--- src/nbts_pkg.sv ---
`timescale 1ns / 1ps
// ---------------------------------------------------------------------------
// nbts_pkg
// Shared types, codes and float helpers of the term scoring block.
// ---------------------------------------------------------------------------
package nbts_pkg;

    // Table geometry and field widths
    localparam int TABLE_DEPTH = 1024;
    localparam int COUNT_WIDTH = 16;
    localparam int ADDR_W      = (TABLE_DEPTH > 1) ? $clog2(TABLE_DEPTH) : 1;
    localparam int ENTRY_W     = $clog2(TABLE_DEPTH + 1);
    localparam int SUM_W       = 26;
    localparam int ID_W        = 32;
    localparam int ROW_W       = ID_W + COUNT_WIDTH;

    // Request codes
    localparam logic [1:0] REQ_PROFILE = 2'd0;
    localparam logic [1:0] REQ_DOC     = 2'd1;
    localparam logic [1:0] REQ_FINISH  = 2'd2;

    // Status codes
    localparam logic [1:0] STAT_OK       = 2'd0;
    localparam logic [1:0] STAT_FULL     = 2'd1;
    localparam logic [1:0] STAT_LATE_PRF = 2'd2;

    // Single precision constants
    localparam logic [31:0] FP_ZERO = 32'h0000_0000;
    localparam logic [31:0] FP_ONE  = 32'h3F80_0000;
    localparam logic [31:0] FP_TWO  = 32'h4000_0000;
    localparam logic [31:0] FP_QNAN = 32'h7FC0_0000;
    localparam logic [31:0] FP_PINF = 32'h7F80_0000;

    typedef struct packed {
        logic [1:0]  req_type;
        logic [31:0] term_id;
        logic [15:0] term_count;
    } in_item_t;

    typedef struct packed {
        logic [31:0] score_bits;
        logic [1:0]  status;
    } out_item_t;

    typedef enum logic [2:0] {
        ST_IDLE,
        ST_SEARCH,
        ST_CONV,
        ST_MUL,
        ST_RND,
        ST_DIV,
        ST_RESP
    } state_t;

    // Operand classes; operands here are never subnormal
    typedef enum logic [1:0] {
        FK_NORM,
        FK_ZERO,
        FK_INF,
        FK_NAN
    } fp_kind_t;

    function automatic fp_kind_t fp_class(input logic [31:0] x);
        fp_kind_t k;
        if (x[30:23] == 8'hFF) begin
            k = (x[22:0] != 23'd0) ? FK_NAN : FK_INF;
        end else if (x[30:23] == 8'h00) begin
            k = FK_ZERO;
        end else begin
            k = FK_NORM;
        end
        return k;
    endfunction

    // Unsigned integer to single, round to nearest even
    function automatic logic [31:0] u2f(input logic [SUM_W-1:0] v);
        int               p;
        logic [SUM_W-1:0] norm;
        logic [22:0]      mant;
        logic             rnd;
        logic [31:0]      r;
        p = 0;
        for (int i = 0; i < SUM_W; i++) begin
            if (v[i]) begin
                p = i;
            end
        end
        norm = v << (SUM_W - 1 - p);
        mant = norm[24:2];
        rnd  = norm[1] & (norm[0] | mant[0]);
        r    = {1'b0, 8'(127 + p), mant} + {31'd0, rnd};
        if (v == '0) begin
            r = FP_ZERO;
        end
        return r;
    endfunction

endpackage

--- src/nbts_fmul.sv ---
`timescale 1ns / 1ps
// ---------------------------------------------------------------------------
// nbts_fmul
// Two stage single precision multiplier for operands that are zero,
// normal, infinite or NaN. Product register, then round on the output.
// ---------------------------------------------------------------------------
module nbts_fmul
    import nbts_pkg::*;
(
    input  logic        aclk,
    input  logic        load,
    input  logic [31:0] a,
    input  logic [31:0] b,
    output logic [31:0] y
);

    logic [47:0] prod_reg;
    logic [9:0]  esum_reg;
    fp_kind_t    kind_reg;

    fp_kind_t    ka;
    fp_kind_t    kb;
    fp_kind_t    kind_next;

    // Operand classes decide the special result
    always_comb begin
        ka = fp_class(a);
        kb = fp_class(b);
        if (ka == FK_NAN || kb == FK_NAN) begin
            kind_next = FK_NAN;
        end else if ((ka == FK_INF && kb == FK_ZERO) || (ka == FK_ZERO && kb == FK_INF)) begin
            kind_next = FK_NAN;
        end else if (ka == FK_INF || kb == FK_INF) begin
            kind_next = FK_INF;
        end else if (ka == FK_ZERO || kb == FK_ZERO) begin
            kind_next = FK_ZERO;
        end else begin
            kind_next = FK_NORM;
        end
    end

    // Mantissa product stage
    always_ff @(posedge aclk) begin
        if (load) begin
            prod_reg <= {1'b1, a[22:0]} * {1'b1, b[22:0]};
            esum_reg <= {2'b00, a[30:23]} + {2'b00, b[30:23]} - 10'd127;
            kind_reg <= kind_next;
        end
    end

    // Normalize and round
    logic [22:0] mant;
    logic        grd;
    logic        stk;
    logic [9:0]  ex;

    always_comb begin
        if (prod_reg[47]) begin
            mant = prod_reg[46:24];
            grd  = prod_reg[23];
            stk  = |prod_reg[22:0];
            ex   = esum_reg + 10'd1;
        end else begin
            mant = prod_reg[45:23];
            grd  = prod_reg[22];
            stk  = |prod_reg[21:0];
            ex   = esum_reg;
        end
        unique case (kind_reg)
            FK_NAN:  y = FP_QNAN;
            FK_INF:  y = FP_PINF;
            FK_ZERO: y = FP_ZERO;
            default: begin
                if (ex >= 10'd255) begin
                    y = FP_PINF;
                end else begin
                    y = {1'b0, ex[7:0], mant} + {31'd0, grd & (stk | mant[0])};
                end
            end
        endcase
    end

endmodule

--- config.mk ---
export PLATFORM = sky130hd
export DESIGN_NAME = nbts_fmul
export DESIGN_NICKNAME = d
export VERILOG_FILES = /design/src/nbts_pkg.sv /design/src/nbts_fmul.sv
export SDC_FILE = /design/constraint.sdc
export NUM_CORES = 2
export LEC_CHECK = 0
export BUFFER_PORTS_ARGS = -buffer_cell sky130_fd_sc_hd__buf_2
export CAP_MARGIN = 20
export CORE_MARGIN = 8
export CORE_UTILIZATION = 30
export CTS_BUF_LIST = sky130_fd_sc_hd__clkbuf_8
export CTS_CLUSTER_DIAMETER = 80
export DETAILED_ROUTE_END_ITERATION = 7
export MAX_ROUTING_LAYER = met4
export PLACE_DENSITY = 0.47
export SETUP_SLACK_MARGIN = 0.5
export SLEW_MARGIN = 40
export SYNTH_ARGS = -nofsm -noshare
export SYNTH_HDL_FRONTEND = slang
export SYNTH_SLANG_ARGS = --single-unit
--- constraint.sdc ---
create_clock -name aclk -period 8.3 [get_ports aclk]
set_clock_uncertainty 0.15 [all_clocks]
set_input_delay 2.49 -clock aclk [delete_from_list [all_inputs] [get_ports aclk]]
set_output_delay 2.49 -clock aclk [all_outputs]
set_load 0.005 [all_outputs]
==> metrics.txt <==
layout net count 3656; fin crit share 1.032; initial antenna violation count 2; worst hold margin 2.442 ns; area leader, netlist fa_1; critical path cell sequence buf_12 -> and2_4 -> fa_2 -> inv_1 -> fa_1 -> fa_2 -> inv_2 -> fa_2 -> inv_1 -> fa_1 -> fa_2 -> fa_1 -> inv_2 -> ha_4 -> buf_6 -> nand4_1 -> a2111oi_4 -> nor2_4 -> a21oi_4 -> a311oi_2 -> o21ai_1 -> a21oi_2 -> xnor2_1; global-route wire length before repair 109000 microns; CTS tree built; row count 101; largest cells by area after synthesis fa_1 42%, ha_1 10%, inv_1 9.8%; final core utilization 0.3834; CTS Hold Bufs 0; Mapped Nets 3311; Critical Path AT 8.52 ns; CTS root buffer clkbuf_8; vias in the first global route 19470; Synth Cell Area 22890 sq um; die width 292.2 microns; Syn Area/Cell 8.901 sq um; initial DRC count 904; slowest cell delay on critical path 0.59 ns; Detailed Place HPWL 59420 microns; final setup fails 16; commonest non-fill, non-tap cells in the layout 556 x inv_1, 458 x fa_1, 311 x nand2_1, 297 x buf_4, 216 x and2_1; Reg area 1802 sq um; library cells used by synthesis 75; commonest non-fill, non-tap cell in the layout inv_1; H-tree Lvls 3; CTS Buf Count 9; Die H 292.2 microns; via count 17980; # clock sinks 60; Tightest Pin Transition 0.8673 ns; max FFs per register 48; Seq cells post-synth 60; minimum clock period 8.567 ns; Bufs on Longest Clock Path 2; I/O Pins 98; post-DR wirelength/cell 17.74 microns; Worst EP required 8.26 ns; MaxCap Viol Count 0; Yosys top cell area share 0.4224; Core Area 75700 sq um; fin worst setup slack -0.2669 ns; Min-Delay Path Class primary input to register; worst rel slew slack 0.4165; P&R area growth vs syn 26.76%; setup_tns -2.168 ns; placed inst area 26740 sq um; critical path class primary input to register; Clk pin slew, worst setup/hold paths 0.06 ns; Main synth FF type edfxtp_1; RePlAce Congestion 0.8783; fillers 7513; failing checks negative setup slack; port bufs 94; initial core utilization 0.3024; 1st-pass router iterations 5; Final Max Slew Viols 0; total die area 85410 sq um; fmax 0.1167 GHz; ratio of cells with drive above 1 in the final layout 0.2506; Post-synth EDFFs 60; total track usage 0.1648; most frequent CP cell fa_2; total gr overflow 0; status complete, but fails checks; Startpoint Class primary input; final hold violation count 0; CP Max Fanout 9; largest net degree at the start of global routing 61; register area share after synthesis 0.07870; RSZ-0062 raised after global routing true; Synth Warn # 0; slowest cell on the critical path fa_2; asr flop ratio synth 0; final antenna-violating net count 0; DRC 0; multi-input combinational cell area 19480 sq um; CP endpoint kind register; total routed wirelength 69170 microns; cell area after layout 29020 sq um; vias per std cell 4.609; Mapped Cells 2572
through the flow:
stage | setup slack, ns | instances
global placement | -1.048 | 3823
global route | -0.4743 | 3900
CTS | -0.1427 | 3872
finish | -0.2669 | 3900
detailed placement | -1.124 | 3823
floorplan | -0.1123 | 2572
worst max-delay path, delay by kind of cell:
family                     cells  cell delay [ns]
adders and majority gates      8             3.95
buffers and inverters          6             0.42
and+or+nand+nor                3             0.49
AOI/OAI and AO/OA              5             1.07
xor gates and xnor gates       1             0.13
kinds of logic (layout without fill, tap and decap cells):
family                   count (synthesis)  after routing  share of synthesized area
AO/OA/AOI/OAI                          204            204                    0.06034
XOR/XNOR                                94             94                    0.03596
adder cells (fa/ha/maj)                673            673                     0.5262
buffers and inverters                  727           1076                     0.1203
flip-flops                              60             60                    0.07870
multiplexers                             8              8                   0.003607
other                                    1              2                  0.0001638
AND/OR/NAND/NOR                        805            805                     0.1747
per-layer routing:
layer / vias up / routed length, microns / global-route usage
met2: 417 / 32700 / 0.2693
li1: 8405 / - / -
met4: 0 / 1443 / 0.03203
met1: 9098 / 31890 / 0.2245
met5: - / 0 / -
met3: 57 / 3144 / 0.01469
path summary, 6_finish.rpt:
check                       to  startpoint  cells after the start
setup / recovery  prod_reg[40]        b[6]                     23
hold / removal     esum_reg[1]       b[24]                      3
cell type report:
class | instances | share of cell area
antenna | 1 | 0.00008623
clock buffer | 9 | 0.004269
clock inverter | 6 | 0.001121
inverter | 602 | 0.07873
multi-input combinational | 1785 | 0.6712
sequential | 60 | 0.06209
tap | 978 | 0.04217
timing repair buffer | 459 | 0.1403
timing repair:
item	in CTS	in global routing
pin swaps	118	96
buffers inserted	33	23
endpoints found under the hold margin	0	0
setup endpoints to repair	35	31
resized for setup	312	87
gates cloned	1	4
synthesized netlist by cell type, drive strengths merged, types with 2 or more instances:
cell     number
or3           2
o21a          9
nor3         18
nand3b        4
a211oi       13
nor3b         4
clkbuf      113
nand2b       10
a211o         2
and3          4
a21boi        3
o21bai       16
a21oi        73
or2           3
o31ai         2
nor4         21
a31o          3
xnor2        62
xor2         32
nor2b        10
o21ai        37
mux2i         6
nand3        23
clkinv        2
a21o         15
fa          483
ha          190
a31oi         7
mux2          2
nor2         96
nand4        27
inv         600
and2        257
o32ai         2
a2111oi       3
o221ai        2
o211ai        5
buf          12
edfxtp       60
nand2       322
a41oi         2
Power is not shown: default switching activity piles up to over one toggle a cycle in this logic, so the estimate is an artifact.
