==> config.mk <==
export PLATFORM = sky130hd
export DESIGN_NAME = nbts_fdiv
export DESIGN_NICKNAME = d
export VERILOG_FILES = /design/src/nbts_pkg.sv /design/src/nbts_fdiv.sv
export SDC_FILE = /design/constraint.sdc
export NUM_CORES = 1
export LEC_CHECK = 0
export ABC_AREA = 1
export BUFFER_PORTS_ARGS = -buffer_cell sky130_fd_sc_hd__buf_2
export CORE_MARGIN = 1
export CORE_UTILIZATION = 29
export DETAILED_ROUTE_END_ITERATION = 12
export SLEW_MARGIN = 40
export SYNTH_ARGS = -nofsm -noshare
export SYNTH_HDL_FRONTEND = slang
export SYNTH_SLANG_ARGS = --single-unit
==> constraint.sdc <==
create_clock -name aclk -period 3.55 [get_ports aclk]
set_input_delay 0.5325 -clock aclk [delete_from_list [all_inputs] [get_ports aclk]]
set_output_delay 0.5325 -clock aclk [all_outputs]
set_load 0.005 [all_outputs]
==> src/nbts_pkg.sv <==
`timescale 1ns / 1ps
// ---------------------------------------------------------------------------
// nbts_pkg
// Shared types, codes and float helpers of the term scoring block.
// ---------------------------------------------------------------------------
package nbts_pkg;

    // Table geometry and field widths
    localparam int TABLE_DEPTH = 1024;
    localparam int COUNT_WIDTH = 16;
    localparam int ADDR_W      = (TABLE_DEPTH > 1) ? $clog2(TABLE_DEPTH) : 1;
    localparam int ENTRY_W     = $clog2(TABLE_DEPTH + 1);
    localparam int SUM_W       = 26;
    localparam int ID_W        = 32;
    localparam int ROW_W       = ID_W + COUNT_WIDTH;

    // Request codes
    localparam logic [1:0] REQ_PROFILE = 2'd0;
    localparam logic [1:0] REQ_DOC     = 2'd1;
    localparam logic [1:0] REQ_FINISH  = 2'd2;

    // Status codes
    localparam logic [1:0] STAT_OK       = 2'd0;
    localparam logic [1:0] STAT_FULL     = 2'd1;
    localparam logic [1:0] STAT_LATE_PRF = 2'd2;

    // Single precision constants
    localparam logic [31:0] FP_ZERO = 32'h0000_0000;
    localparam logic [31:0] FP_ONE  = 32'h3F80_0000;
    localparam logic [31:0] FP_TWO  = 32'h4000_0000;
    localparam logic [31:0] FP_QNAN = 32'h7FC0_0000;
    localparam logic [31:0] FP_PINF = 32'h7F80_0000;

    typedef struct packed {
        logic [1:0]  req_type;
        logic [31:0] term_id;
        logic [15:0] term_count;
    } in_item_t;

    typedef struct packed {
        logic [31:0] score_bits;
        logic [1:0]  status;
    } out_item_t;

    typedef enum logic [2:0] {
        ST_IDLE,
        ST_SEARCH,
        ST_CONV,
        ST_MUL,
        ST_RND,
        ST_DIV,
        ST_RESP
    } state_t;

    // Operand classes; operands here are never subnormal
    typedef enum logic [1:0] {
        FK_NORM,
        FK_ZERO,
        FK_INF,
        FK_NAN
    } fp_kind_t;

    function automatic fp_kind_t fp_class(input logic [31:0] x);
        fp_kind_t k;
        if (x[30:23] == 8'hFF) begin
            k = (x[22:0] != 23'd0) ? FK_NAN : FK_INF;
        end else if (x[30:23] == 8'h00) begin
            k = FK_ZERO;
        end else begin
            k = FK_NORM;
        end
        return k;
    endfunction

    // Unsigned integer to single, round to nearest even
    function automatic logic [31:0] u2f(input logic [SUM_W-1:0] v);
        int               p;
        logic [SUM_W-1:0] norm;
        logic [22:0]      mant;
        logic             rnd;
        logic [31:0]      r;
        p = 0;
        for (int i = 0; i < SUM_W; i++) begin
            if (v[i]) begin
                p = i;
            end
        end
        norm = v << (SUM_W - 1 - p);
        mant = norm[24:2];
        rnd  = norm[1] & (norm[0] | mant[0]);
        r    = {1'b0, 8'(127 + p), mant} + {31'd0, rnd};
        if (v == '0) begin
            r = FP_ZERO;
        end
        return r;
    endfunction

endpackage

==> src/nbts_fdiv.sv <==
`timescale 1ns / 1ps
// ---------------------------------------------------------------------------
// nbts_fdiv
// Radix 2 restoring single precision divider, one quotient bit per cycle,
// with gradual underflow and round to nearest even.
// ---------------------------------------------------------------------------
module nbts_fdiv
    import nbts_pkg::*;
(
    input  logic        aclk,
    input  logic        aresetn,
    input  logic        start,
    input  logic [31:0] a,
    input  logic [31:0] b,
    output logic        done,
    output logic [31:0] y
);

    localparam int QBITS = 27;

    logic              busy_reg;
    logic              fin_reg;
    logic              done_reg;
    logic [4:0]        bit_cnt_reg;
    logic [25:0]       rem_reg;
    logic [QBITS-1:0]  quo_reg;
    logic [23:0]       mb_reg;
    logic signed [9:0] exp_reg;
    logic [31:0]       y_reg;

    fp_kind_t    ka;
    fp_kind_t    kb;
    logic        special;
    logic [31:0] special_y;
    logic [23:0] ma;
    logic [23:0] mb;
    logic        lt;

    // Special operands finish at once
    always_comb begin
        ka        = fp_class(a);
        kb        = fp_class(b);
        special   = 1'b1;
        special_y = FP_ZERO;
        if (ka == FK_NAN || kb == FK_NAN) begin
            special_y = FP_QNAN;
        end else if (kb == FK_ZERO) begin
            special_y = (ka == FK_ZERO) ? FP_QNAN : FP_PINF;
        end else if (ka == FK_INF) begin
            special_y = (kb == FK_INF) ? FP_QNAN : FP_PINF;
        end else if (kb == FK_INF || ka == FK_ZERO) begin
            special_y = FP_ZERO;
        end else begin
            special = 1'b0;
        end
        ma = {1'b1, a[22:0]};
        mb = {1'b1, b[22:0]};
        lt = (ma < mb);
    end

    // One restoring step
    logic        ge;
    logic [25:0] rem_sub;

    always_comb begin
        ge      = (rem_reg >= {2'b00, mb_reg});
        rem_sub = ge ? (rem_reg - {2'b00, mb_reg}) : rem_reg;
    end

    // Denormalize and round
    logic [QBITS-1:0] qs;
    logic             st;
    logic [7:0]       ef;
    logic [22:0]      mant;
    logic             rnd;
    logic [31:0]      round_y;
    int               sh;

    always_comb begin
        sh = 0;
        if (exp_reg >= 10'sd1) begin
            qs = quo_reg;
            st = 1'b0;
            ef = exp_reg[7:0];
        end else begin
            sh = 1 - int'(exp_reg);
            if (sh > QBITS) begin
                sh = QBITS;
            end
            qs = quo_reg >> sh;
            st = |(quo_reg & ((QBITS'(1) << sh) - QBITS'(1)));
            ef = 8'd0;
        end
        mant = qs[25:3];
        rnd  = qs[2] & (qs[1] | qs[0] | st | (rem_reg != 26'd0) | mant[0]);
        if (exp_reg >= 10'sd255) begin
            round_y = FP_PINF;
        end else begin
            round_y = {1'b0, ef, mant} + {31'd0, rnd};
        end
    end

    // Control
    always_ff @(posedge aclk) begin
        if (!aresetn) begin
            busy_reg <= 1'b0;
            fin_reg  <= 1'b0;
            done_reg <= 1'b0;
        end else begin
            done_reg <= 1'b0;
            if (start) begin
                busy_reg <= !special;
                done_reg <= special;
            end else if (busy_reg) begin
                if (bit_cnt_reg == 5'(QBITS - 1)) begin
                    busy_reg <= 1'b0;
                    fin_reg  <= 1'b1;
                end
            end else if (fin_reg) begin
                fin_reg  <= 1'b0;
                done_reg <= 1'b1;
            end
        end
    end

    // Datapath
    always_ff @(posedge aclk) begin
        if (start) begin
            y_reg       <= special_y;
            bit_cnt_reg <= 5'd0;
            mb_reg      <= mb;
            rem_reg     <= lt ? {1'b0, ma, 1'b0} : {2'b00, ma};
            quo_reg     <= '0;
            exp_reg     <= signed'({2'b00, a[30:23]}) - signed'({2'b00, b[30:23]})
                           + 10'sd127 - signed'({9'd0, lt});
        end else if (busy_reg) begin
            quo_reg     <= {quo_reg[QBITS-2:0], ge};
            rem_reg     <= {rem_sub[24:0], 1'b0};
            bit_cnt_reg <= bit_cnt_reg + 5'd1;
        end else if (fin_reg) begin
            y_reg <= round_y;
        end
    end

    assign done = done_reg;
    assign y    = y_reg;

endmodule

==> metrics.md, run 1 <==
| Metric | Value |
|---|---|
| Status | `finished with violations` |
| Failing checks | `setup timing` |
| Setup CP Type | `reg -> reg` |
| Yosys top cell area share | `a little under a quarter` |
| Flops & latches, synth | `~130` |
| Hold slack | `~0.28 ns` |
| Placed cells | `~2500` |
| Skew-Pair Late Insertion Delay | `approximately 0.44 ns` |
| Setup TNS | `-7.75 ns` |
| Most common cell after layout, fill and taps aside | `nand2_1` |
| Die Span X | `around 200 um` |
| Worst slew pin tran | `0.716 ns` |
| Layout cells sized above 1 | `36.6%` |
| Slew margin rel. | `51.7%` |
| GPL Wtd Cong | `0.953` |
| Mean Syn Cell Area | `~6.9 um^2` |
| Yosys warning count | `0` |
| Post-synthesis mux area share | `0%` |
| Slowest stage cell, crit path | `edfxtp_1` |
| Leak | `0.00785 uW` |
| Routed wire length | `approximately 44000 um` |
| Slowest stage delay, CP | `around 0.44 ns` |
| Netlist Area Pre-Place | `0.0115 mm^2` |
| Router iterations before antenna repair | `6` |
| Nets | `between 2000 and 2500` |
| Cell Pwr Density | `512 mW/mm^2` |
| Vias in the first global route | `12966` |
| Startpoint types | `register` |
| Design Area, Final | `between 0.015 and 0.02 mm^2` |
| Main area contributors after synthesis | `edfxtp_1 (24%), nand2_1 (13%), ha_1 (7.3%)` |
| Synthesized Nets | `1801` |
| Initial antenna violation count | `3` |
| DR vias | `13356` |
| Crit path max fanout | `8` |
| Main combinational cell family by area after synthesis | `simple AND/OR/NAND/NOR gates` |
| Vias/cell | `roughly 5.1` |
| Hold Crit Class | `in -> reg` |
| Layout fillers | `3954` |
| Layout area overhead | `48.3%` |
| Worst Path Arrival | `roughly 4.3 ns` |
| Total grt overflow | `0` |
| H-tree level count | `4` |
| Gate Count Post-Synth | `roughly 1700` |
| Cell taking the most area after synthesis | `edfxtp_1` |
| Non-filler instance count after layout | `between 2000 and 3000` |
| Synth Area in Compound Gates | `between 15 and 20%` |
| CTS tree | `yes` |
| Core area | `about 0.039 mm^2` |
| Synth Area in XOR/XNOR | `about 2.6%` |
| Largest net degree at the start of global routing | `34` |
| Crit path required time | `roughly 3.8 ns` |
| Antenna diodes | `0` |
| DP Worst Slack | `-0.475 ns` |
| GRT Util Overall | `about a fifth` |
| EDFF count, synth | `91` |
| Synth Area in Adders | `~8%` |
| Most used cell, CP | `nand2_2` |
| Max FFs per register | `32` |
| Top_reg_cell synth | `edfxtp_1` |
| Rows | `a little over 70` |
| Final period util | `112%` |
| Antenna violation net count after detailed routing | `0` |
| DRC Markers | `0` |
| Clock skew | `between 0.01 and 0.015 ns` |
| Wire length per cell | `roughly 17 um` |
| Hpwl dp | `between 30000 and 40000 um` |
| Initial DRC count | `approximately 1000` |
| First-pass GRT wire length | `68400 um` |
| Die area | `about 0.040 mm^2` |
| CP endpoint kind | `register` |
| Simple-gate share of the synthesized area | `32.9%` |
| PortBufs | `97` |
| Peak supply drop | `around 0.4 mV` |
| Clk root buf | `clkbuf_16` |
| Setup violations, final | `29` |
| Max_cap viols | `0` |
| Post-synthesis cell type count | `63` |
| Final worst setup slack | `-0.426 ns` |
| DIE HEIGHT | `about 200 um` |
| Sequential share of the synthesized area | `around 30%` |
| # IOs | `100` |
| Fraction of registers with async set/reset | `0%` |
| Post-Place Cell Area | `between 0.01 and 0.015 mm^2` |
| Num CTS Buffers | `17` |
| RSZ-0062 raised after global routing | `yes` |
| Final slew viol count | `0` |
| Most frequent cells in the layout | `nand2_1 (333), buf_4 (317), inv_1 (210)` |
| Reg clk slew, reported paths | `0.07 ns` |
| Tmin final | `roughly 4.0 ns` |
| Final Hold Fails | `0` |
| Num Clock Sinks | `126` |
| Highest clock rate | `251 MHz` |
| Initial Util | `29.6%` |
| Clock Path Buffers | `2` |
[cell usage after synthesis (3+ instances only)]
cell type / instances
nand2_1: 400
inv_1: 216
nor2_1: 140
nand3_1: 136
a21oi_1: 101
edfxtp_1: 91
ha_1: 67
o22ai_1: 55
o21ai_0: 53
nand4_1: 47
dfxtp_1: 35
xor2_1: 25
clkbuf_1: 23
o211ai_1: 23
nor3_1: 21
nor4_1: 19
buf_2: 18
o21ai_1: 18
a31oi_1: 17
nor2_2: 16
inv_2: 12
nand2_2: 10
or2_2: 9
xnor2_1: 9
o21ai_2: 7
a22oi_1: 6
o221ai_1: 6
a211oi_1: 5
nand3b_1: 5
o21a_1: 5
or2_0: 5
buf_6: 4
clkinv_1: 4
nand2_4: 4
o21bai_1: 4
a21oi_4: 3
fa_1: 3
nand3_2: 3
o21bai_2: 3
or3_1: 3
or4_1: 3
[metrics by stage]
step           power [uW]  utilization (%)
4_1_cts              8420             42.1
2_1_floorplan        4450                -
3_3_place_gp         6220             38.5
3_5_place_dp         6240             38.5
6_report             8720             43.9
5_1_grt              9240             43.9
[repair_timing]
item,4_1_cts,5_1_grt
endpoints found under the hold margin,0,0
hold buffers,0,0
setup buffers,29,20
pin swaps,50,71
setup endpoints to repair,29,50
gates cloned,2,1
resized for setup,145,145
[report_power, final]
group | switching (uW) | total, uW | internal [uW]
clock | 752 | 1830 | 1070
combinational | 2840 | 4910 | 2080
sequential | 147 | 1980 | 1840
total | 3740 | 8720 | 4990
[cell families (layout without fill, tap and decap cells)]
family | count (synthesis) | in the layout
buffers and inverters | 279 | 721
xor gates and xnor gates | 34 | 34
and+or+nand+nor | 833 | 835
adders and majority gates | 70 | 70
AOI/OAI and AO/OA | 321 | 321
DFF | 126 | 126
other | 1 | 1
[path summary, 6_finish.rpt]
check	from	endpoint	slack (ns)	cells past startpoint
worst min-delay path	b[11]	mb_reg[11]$_DFFE_PP_	0.28	1
worst max register to register	exp_reg[1]$_DFFE_PP_	y[10]$_SDFFCE_PP0P_	-0.43	29
worst min register to register	bit_cnt_reg[4]$_SDFFE_PP0P_	bit_cnt_reg[4]$_SDFFE_PP0P_	0.45	1
worst max-delay path	exp_reg[1]$_DFFE_PP_	y[10]$_SDFFCE_PP0P_	-0.43	29
[final cells by class]
type	count	area, um^2	area share (%)
clock buffer	21	526	3.08
clock inverter	11	86.3	0.506
inverter	232	885	5.19
multi-input combinational	1261	8020	47.0
sequential	126	3430	20.1
tap	518	648	3.80
timing repair buffer	457	3450	20.3
[layer usage]
layer  vias up  share of wire (%)  global-route usage [%]
li1       6586                  -                       -
met2       429                 47                    35.9
met5         -              0.084                       0
met4         6                2.5                    6.60
met1      6274                 44                    28.0
met3        61                5.7                    3.43
[critical path, delay by kind of cell (launching register included)]
family | cells | cell delay, ns
and+or+nand+nor | 20 | 2.27
DFF | 1 | 0.44
buffers and inverters | 4 | 0.44
AOI/OAI and AO/OA | 3 | 0.37
adders and majority gates | 2 | 0.31
(Power assumes the default switching activity.)
==> inputs of run 2 (changes only) <==
--- a/config.mk
+++ b/config.mk
@@ -5,7 +5,6 @@
 export SDC_FILE = /design/constraint.sdc
 export NUM_CORES = 1
 export LEC_CHECK = 0
-export ABC_AREA = 1
 export BUFFER_PORTS_ARGS = -buffer_cell sky130_fd_sc_hd__buf_2
 export CORE_MARGIN = 1
 export CORE_UTILIZATION = 29
==> metrics.md, run 2 <==
| Metric | Value |
|---|---|
| Initial Util | `29.5%` |
| Slew margin rel. | `41.2%` |
| Yosys top cell area share | `about a quarter` |
| Reg clk slew, reported paths | `approximately 0.070 ns` |
| Initial antenna violation count | `1` |
| Pwr Total | `9840 uW` |
| Slowest stage delay, CP | `~0.63 ns` |
| First-pass GRT wire length | `between 60000 and 70000 um` |
| PortBufs | `97` |
| Mean Syn Cell Area | `8.48 um^2` |
| Worst Path Arrival | `around 4.8 ns` |
| Skew-Pair Late Insertion Delay | `approximately 0.45 ns` |
| Routed wire length | `46600 um` |
| Nets | `1877` |
| R2r setup slk | `-1.14 ns` |
| Gate Count Post-Synth | `between 1000 and 1500` |
| Clock Path Buffers | `2` |
| Layout area overhead | `54.6%` |
| Cell family with the largest share of critical-path delay | `compound AO/OA/AOI/OAI gates` |
| GPL Wtd Cong | `approximately 1.0` |
| Highest clock rate | `about 210 MHz` |
| Most used cell, CP | `buf_6` |
| CP endpoint kind | `register` |
| Worst flop-to-flop path endpoint | `y[27]$_DFFE_PP_` |
| DIE HEIGHT | `198 um` |
| Sequential share of the synthesized area | `30.8%` |
| Final worst setup slack | `-1.14 ns` |
| Worst r2r path cells | `19` |
| Antenna diodes | `0` |
| Peak supply drop | `about 0.34 mV` |
| Worst slew pin tran | `0.878 ns` |
| Rows | `71` |
| Router iterations before antenna repair | `5` |
| Final Hold Fails | `0` |
| Hold Crit Class | `in -> reg` |
| Yosys warning count | `0` |
| Crit path max fanout | `4` |
| Leak | `~0.0072 uW` |
| Multi-input logic area | `~0.0085 mm^2` |
| Cell taking the most area after synthesis | `edfxtp_1` |
| Die area | `~0.039 mm^2` |
| Vias/cell | `around 5.4` |
| Top_reg_cell synth | `edfxtp_1` |
| Final period util | `132%` |
| Critical path destination | `y[27]$_DFFE_PP_` |
| Vias in the first global route | `11919` |
| DRC Markers | `0` |
| Status | `finished with violations` |
| H-tree level count | `4` |
| Failing checks | `setup timing` |
| Worst r2r src | `exp_reg[4]$_DFFE_PP_` |
| Post-synthesis cell type count | `~100` |
| GRT Util Overall | `a little under a quarter` |
| CTS tree | `yes` |
| Layout cells sized above 1 | `between 40 and 50%` |
| Antenna violation net count after detailed routing | `0` |
| CP Depth | `19` |
| Wire length per cell | `just over 20 um` |
| Commonest cells post-synth | `nor2_1 (134), nand2_1 (103), a21oi_1 (99), edfxtp_1 (91), inv_1 (90)` |
| Layout fillers | `roughly 3600` |
| Core area | `between 0.03 and 0.04 mm^2` |
| Most frequent cells in the layout | `buf_4 (330), nor2_1 (120), buf_2 (95)` |
| Hpwl dp | `~35000 um` |
| Most common cell after layout, fill and taps aside | `buf_4` |
| Count leader, synth | `nor2_1` |
| Setup violations, final | `58` |
| Startpoint types | `register` |
| Cell Pwr Density | `572 mW/mm^2` |
| Worst Path Buf+Inv | `6` |
| Main area contributors after synthesis | `edfxtp_1 (25%), ha_1 (7.5%), dfxtp_1 (6.3%)` |
| RSZ-0062 raised after global routing | `yes` |
| EDFF count, synth | `91` |
| Slowest stage cell, crit path | `or4_4` |
| DR vias | `between 10000 and 15000` |
| Reg area | `about 0.0034 mm^2` |
| Max FFs per register | `32` |
| Largest net degree at the start of global routing | `66` |
| Clk root buf | `clkbuf_16` |
| # IOs | `100` |
| Clock skew | `0.0143 ns` |
| Netlist Area Pre-Place | `~0.011 mm^2` |
| Num Clock Sinks | `between 100 and 150` |
| Synthesized Nets | `roughly 1500` |
| Hold slack | `0.300 ns` |
| Tmin final | `about 4.7 ns` |
| Initial DRC count | `1028` |
| Num CTS Buffers | `17` |
| Crit path required time | `approximately 3.7 ns` |
| Total grt overflow | `0` |
| Setup CP Type | `reg -> reg` |
| Worst setup path startpoint | `exp_reg[4]$_DFFE_PP_` |
| DP Worst Slack | `-1.85 ns` |
| CP Cell Sequence | `or4_4 > o311a_4 > nor3_4 > buf_6 > nand2_8 > buf_6 > mux2_4 > mux2i_4 > buf_6 > mux2i_4 > a2111oi_4 > a21oi_2 > buf_4 > nor3_4 > buf_12 > nand4_1 > buf_4 > o311ai_4 > a31oi_1` |
| Fraction of registers with async set/reset | `0%` |
| Final slew viol count | `0` |
| Die Span X | `198 um` |
| Max_cap viols | `0` |
| Flops & latches, synth | `around 130` |
[run 2: how the worst min path moves through the flow]
| stage | cells after the start | start | end |
|---|---|---|---|
| global placement | 1 | fin_reg$_SDFFE_PN0P_ | fin_reg$_SDFFE_PN0P_ |
| floorplan | 1 | fin_reg$_SDFFE_PN0P_ | fin_reg$_SDFFE_PN0P_ |
| CTS | 1 | b[7] | mb_reg[7]$_DFFE_PP_ |
| detailed placement | 1 | fin_reg$_SDFFE_PN0P_ | fin_reg$_SDFFE_PN0P_ |
| finish | 1 | b[7] | mb_reg[7]$_DFFE_PP_ |
| global route | 1 | b[22] | mb_reg[22]$_DFFE_PP_ |
[run 2: worst reg2reg max path, stage by stage (launching register included)]
cell       delay [ns]
edfxtp_1         0.40
or4_4            0.63
o311a_4          0.39
nor3_4           0.22
buf_6            0.16
nand2_8          0.06
buf_6            0.12
mux2_4           0.31
mux2i_4          0.16
buf_6            0.14
mux2i_4          0.07
a2111oi_4        0.43
a21oi_2          0.11
buf_4            0.16
nor3_4           0.20
buf_12           0.15
nand4_1          0.15
buf_4            0.20
o311ai_4         0.22
a31oi_1          0.11
[run 2: metal layers]
layer	wire, um	GRT usage [%]
met1	18800	27.7
met2	22700	40.0
met3	2650	3.61
met4	2390	9.91
met5	13	0
[run 2: cells by family (layout without fill, tap and decap cells)]
kind of cell             count (synthesis)  count (layout)  synth area share, %
AND/OR/NAND/NOR                        470             470                 21.3
AO/OA/AOI/OAI                          361             362                 22.1
buffers and inverters                  155             594                 6.10
flip-flops                             126             126                 30.8
multiplexers                            72              72                 6.95
adder cells (fa/ha/maj)                 70              70                 8.07
XOR/XNOR                                58              58                 4.56
other                                    1               1               0.0337
[run 2: timing repair]
| action | in CTS | in global routing |
|---|---|---|
| endpoints found under the setup margin | 61 | 63 |
| pin swaps | 42 | 117 |
| resized for setup | 60 | 225 |
| setup buffers | 19 | 31 |
| endpoints found under the hold margin | 0 | 0 |
| gates cloned | 0 | 6 |
| hold buffers | 0 | 0 |
[run 2: stage by stage]
| step | std cells | cell area [um^2] | TNS [ns] | utilization [%] |
|---|---|---|---|---|
| 2_1_floorplan | 1313 | 11500 | -20.78 | - |
| 3_3_place_gp | 2178 | 14800 | -53.71 | 39.1 |
| 3_5_place_dp | 2178 | 14800 | -54.91 | 39.2 |
| 4_1_cts | 2228 | 15800 | -34.01 | 41.9 |
| 5_1_grt | 2264 | 17200 | -39.78 | 45.6 |
| 6_report | 2264 | 17200 | -31.35 | 45.6 |
[run 2: cell type report]
type                    count  area share, %
well taps                 511           3.72
clock buffers              18           2.49
inverters                  90           2.05
repair buffers            472           21.1
clock inverters            14           1.06
flip-flops and latches    126           20.0
multi-input cells        1033           49.6
[run 2: report_power, final]
group	total [uW]	internal [uW]	leakage, uW	switching [uW]
combinational	5980	2590	0.00571	3390
sequential	1980	1830	0.00119	147
clock	1880	1120	0.000288	763
==> inputs of run 3 (changes only) <==
==> constraint.sdc (replaced) <==
create_clock -name aclk -period 3.9 [get_ports aclk]
set_input_delay 0.585 -clock aclk [delete_from_list [all_inputs] [get_ports aclk]]
set_output_delay 0.585 -clock aclk [all_outputs]
set_load 0.005 [all_outputs]
==> metrics.md, run 3 (synthesized netlist as in run 2, its figures left out) <==
| Metric | Value |
|---|---|
| Failing checks | `setup timing` |
| Die Span X | `between 150 and 200 um` |
| Placed cells | `2146` |
| Top Usage Layer GRT | `met2` |
| Routed wire length | `between 40000 and 50000 um` |
| Met2 usage | `39.1%` |
| Initial antenna violation count | `1` |
| Layout cells sized above 1 | `between 30% and 40%` |
| Reg clk slew, reported paths | `around 0.060 ns` |
| Initial Util | `just under 30%` |
| M3 GR Usage | `under 10%` |
| Clk root buf | `clkbuf_16` |
| Hold Crit Class | `in -> reg` |
| R2r setup slk | `-0.55 ns` |
| Layout area overhead | `44.5%` |
| PortBufs | `97` |
| Num Clock Sinks | `126` |
| Clock skew | `about 0.021 ns` |
| Final slew viol count | `0` |
| Setup violations, final | `30` |
| Vias/cell | `5.37` |
| Rows | `about 70` |
| Final worst setup slack | `-0.549 ns` |
| Wire length per cell | `~20 um` |
| Final period util | `114%` |
| Router iterations before antenna repair | `7` |
| Most frequent cells in the layout | `buf_4 (298), nor2_1 (127), nand2_1 (96)` |
| Num CTS Buffers | `17` |
| Core area | `around 0.038 mm^2` |
| Vias in the first global route | `11855` |
| GPL Wtd Cong | `1.06` |
| Skew-Pair Late Insertion Delay | `~0.46 ns` |
| Initial DRC count | `~1000` |
| DIE HEIGHT | `roughly 200 um` |
| Clock Path Buffers | `2` |
| Total grt overflow | `0` |
| Highest clock rate | `225 MHz` |
| Nets | `between 1500 and 2000` |
| Max_cap viols | `0` |
| Routing usage on met1 | `28.9%` |
| RSZ-0062 raised after global routing | `yes` |
| Tmin final | `~4.4 ns` |
| Worst Path Arrival | `around 4.7 ns` |
| Crit path max fanout | `8` |
| Max FFs per register | `32` |
| Cell Pwr Density | `between 500 and 600 mW/mm^2` |
| Hold slack | `0.342 ns` |
| CTS tree | `yes` |
| Hold-fix buffers, CTS | `0` |
| GRT Util Overall | `23.0%` |
| H-tree level count | `4` |
| Startpoint types | `register` |
| Hpwl dp | `between 30000 and 40000 um` |
| DR vias | `11854` |
| Pwr Total | `a little over 8000 uW` |
| CP endpoint kind | `register` |
| Die area | `between 0.03 and 0.04 mm^2` |
| # IOs | `100` |
| Crit path required time | `between 4 and 5 ns` |
| Antenna diodes | `0` |
| Non-filler instance count after layout | `2208` |
| Final Hold Fails | `0` |
| Largest net degree at the start of global routing | `95` |
| Antenna violation net count after detailed routing | `0` |
| Status | `finished with violations` |
| Leak | `between 0.006 and 0.007 uW` |
| DRC Markers | `0` |
| Worst slew pin tran | `approximately 0.8 ns` |
| First-pass GRT wire length | `between 60000 and 70000 um` |
| Setup CP Type | `reg -> reg` |
| Slew margin rel. | `~45%` |
| Most common cell after layout, fill and taps aside | `buf_4` |
| Peak supply drop | `between 0.3 and 0.4 mV` |
## run 3: changes by cell type in the layout (fill, tap and decap cells not counted), moves of 5 or more
cell and delta:
a211oi_1 +21, nand2_1 +7, nand2_2 -5, buf_4 -32, nor3_1 +11, a21oi_1 +10, a211oi_2 -17, nor3_4 -10
buf_12 -5, nor2_1 +7, buf_6 -12, nor2_4 -6, a21oi_2 -8
## run 3: worst max-delay path: stages (launching register included)
cell	delay [ns]
edfxtp_1	0.40
or4_4	0.64
o311a_4	0.44
nor3_4	0.18
a21boi_4	0.32
buf_4	0.17
buf_6	0.16
nor4_1	0.08
o31ai_1	0.25
o31ai_1	0.12
o21ai_0	0.16
buf_4	0.17
a21oi_2	0.09
nor4_4	0.30
buf_4	0.17
nand3_4	0.11
or3_1	0.38
a31oi_1	0.17
## run 3: what timing repair did
action | CTS | global route
resized for setup | 122 | 48
gates cloned | 1 | 0
buffers inserted | 21 | 10
pin swaps | 47 | 49
setup endpoints to repair | 41 | 58
## run 3: worst paths after layout
path / cells past startpoint / end / from
worst min-delay path: 1 / mb_reg[19]$_DFFE_PP_ / b[19]
worst min register to register: 1 / fin_reg$_SDFFE_PN0P_ / fin_reg$_SDFFE_PN0P_
worst max register to register: 17 / y[26]$_DFFE_PP_ / exp_reg[5]$_DFFE_PP_
worst max-delay path: 17 / y[26]$_DFFE_PP_ / exp_reg[5]$_DFFE_PP_
## run 3: area by class of cell
| type | count | area [um^2] |
|---|---|---|
| Tap cell | 511 | 639 |
| Multi-Input combinational cell | 1032 | 8030 |
| Sequential cell | 126 | 3430 |
| Clock buffer | 19 | 454 |
| Fill cell | 3701 | 21700 |
| Timing Repair Buffer | 417 | 3060 |
| Inverter | 90 | 353 |
| Clock inverter | 13 | 119 |
## run 3: stage by stage
stage	setup slack (ns)	utilization, %	area (um^2)	setup TNS (ns)
after floorplan	-0.481	-	11500	-8.76
after global placement	-1.08	38.4	14500	-21.96
after detailed placement	-1.03	38.4	14500	-22.45
after CTS	-0.501	41.9	15800	-10.64
after global routing	-0.709	42.6	16100	-18.43
final	-0.549	42.6	16100	-12.41
## run 3: where the power goes
part	total (uW)	switching [uW]	leakage [uW]	internal (uW)
combinational	4780	2730	0.00527	2060
sequential	1780	115	0.00119	1670
clock	1590	714	0.000284	874
## run 3: routing by layer
layer,up-vias,share of wire (%)
met5,-,0
met4,0,3.9
met3,102,5.1
met2,394,48
met1,5713,43
li1,5645,-
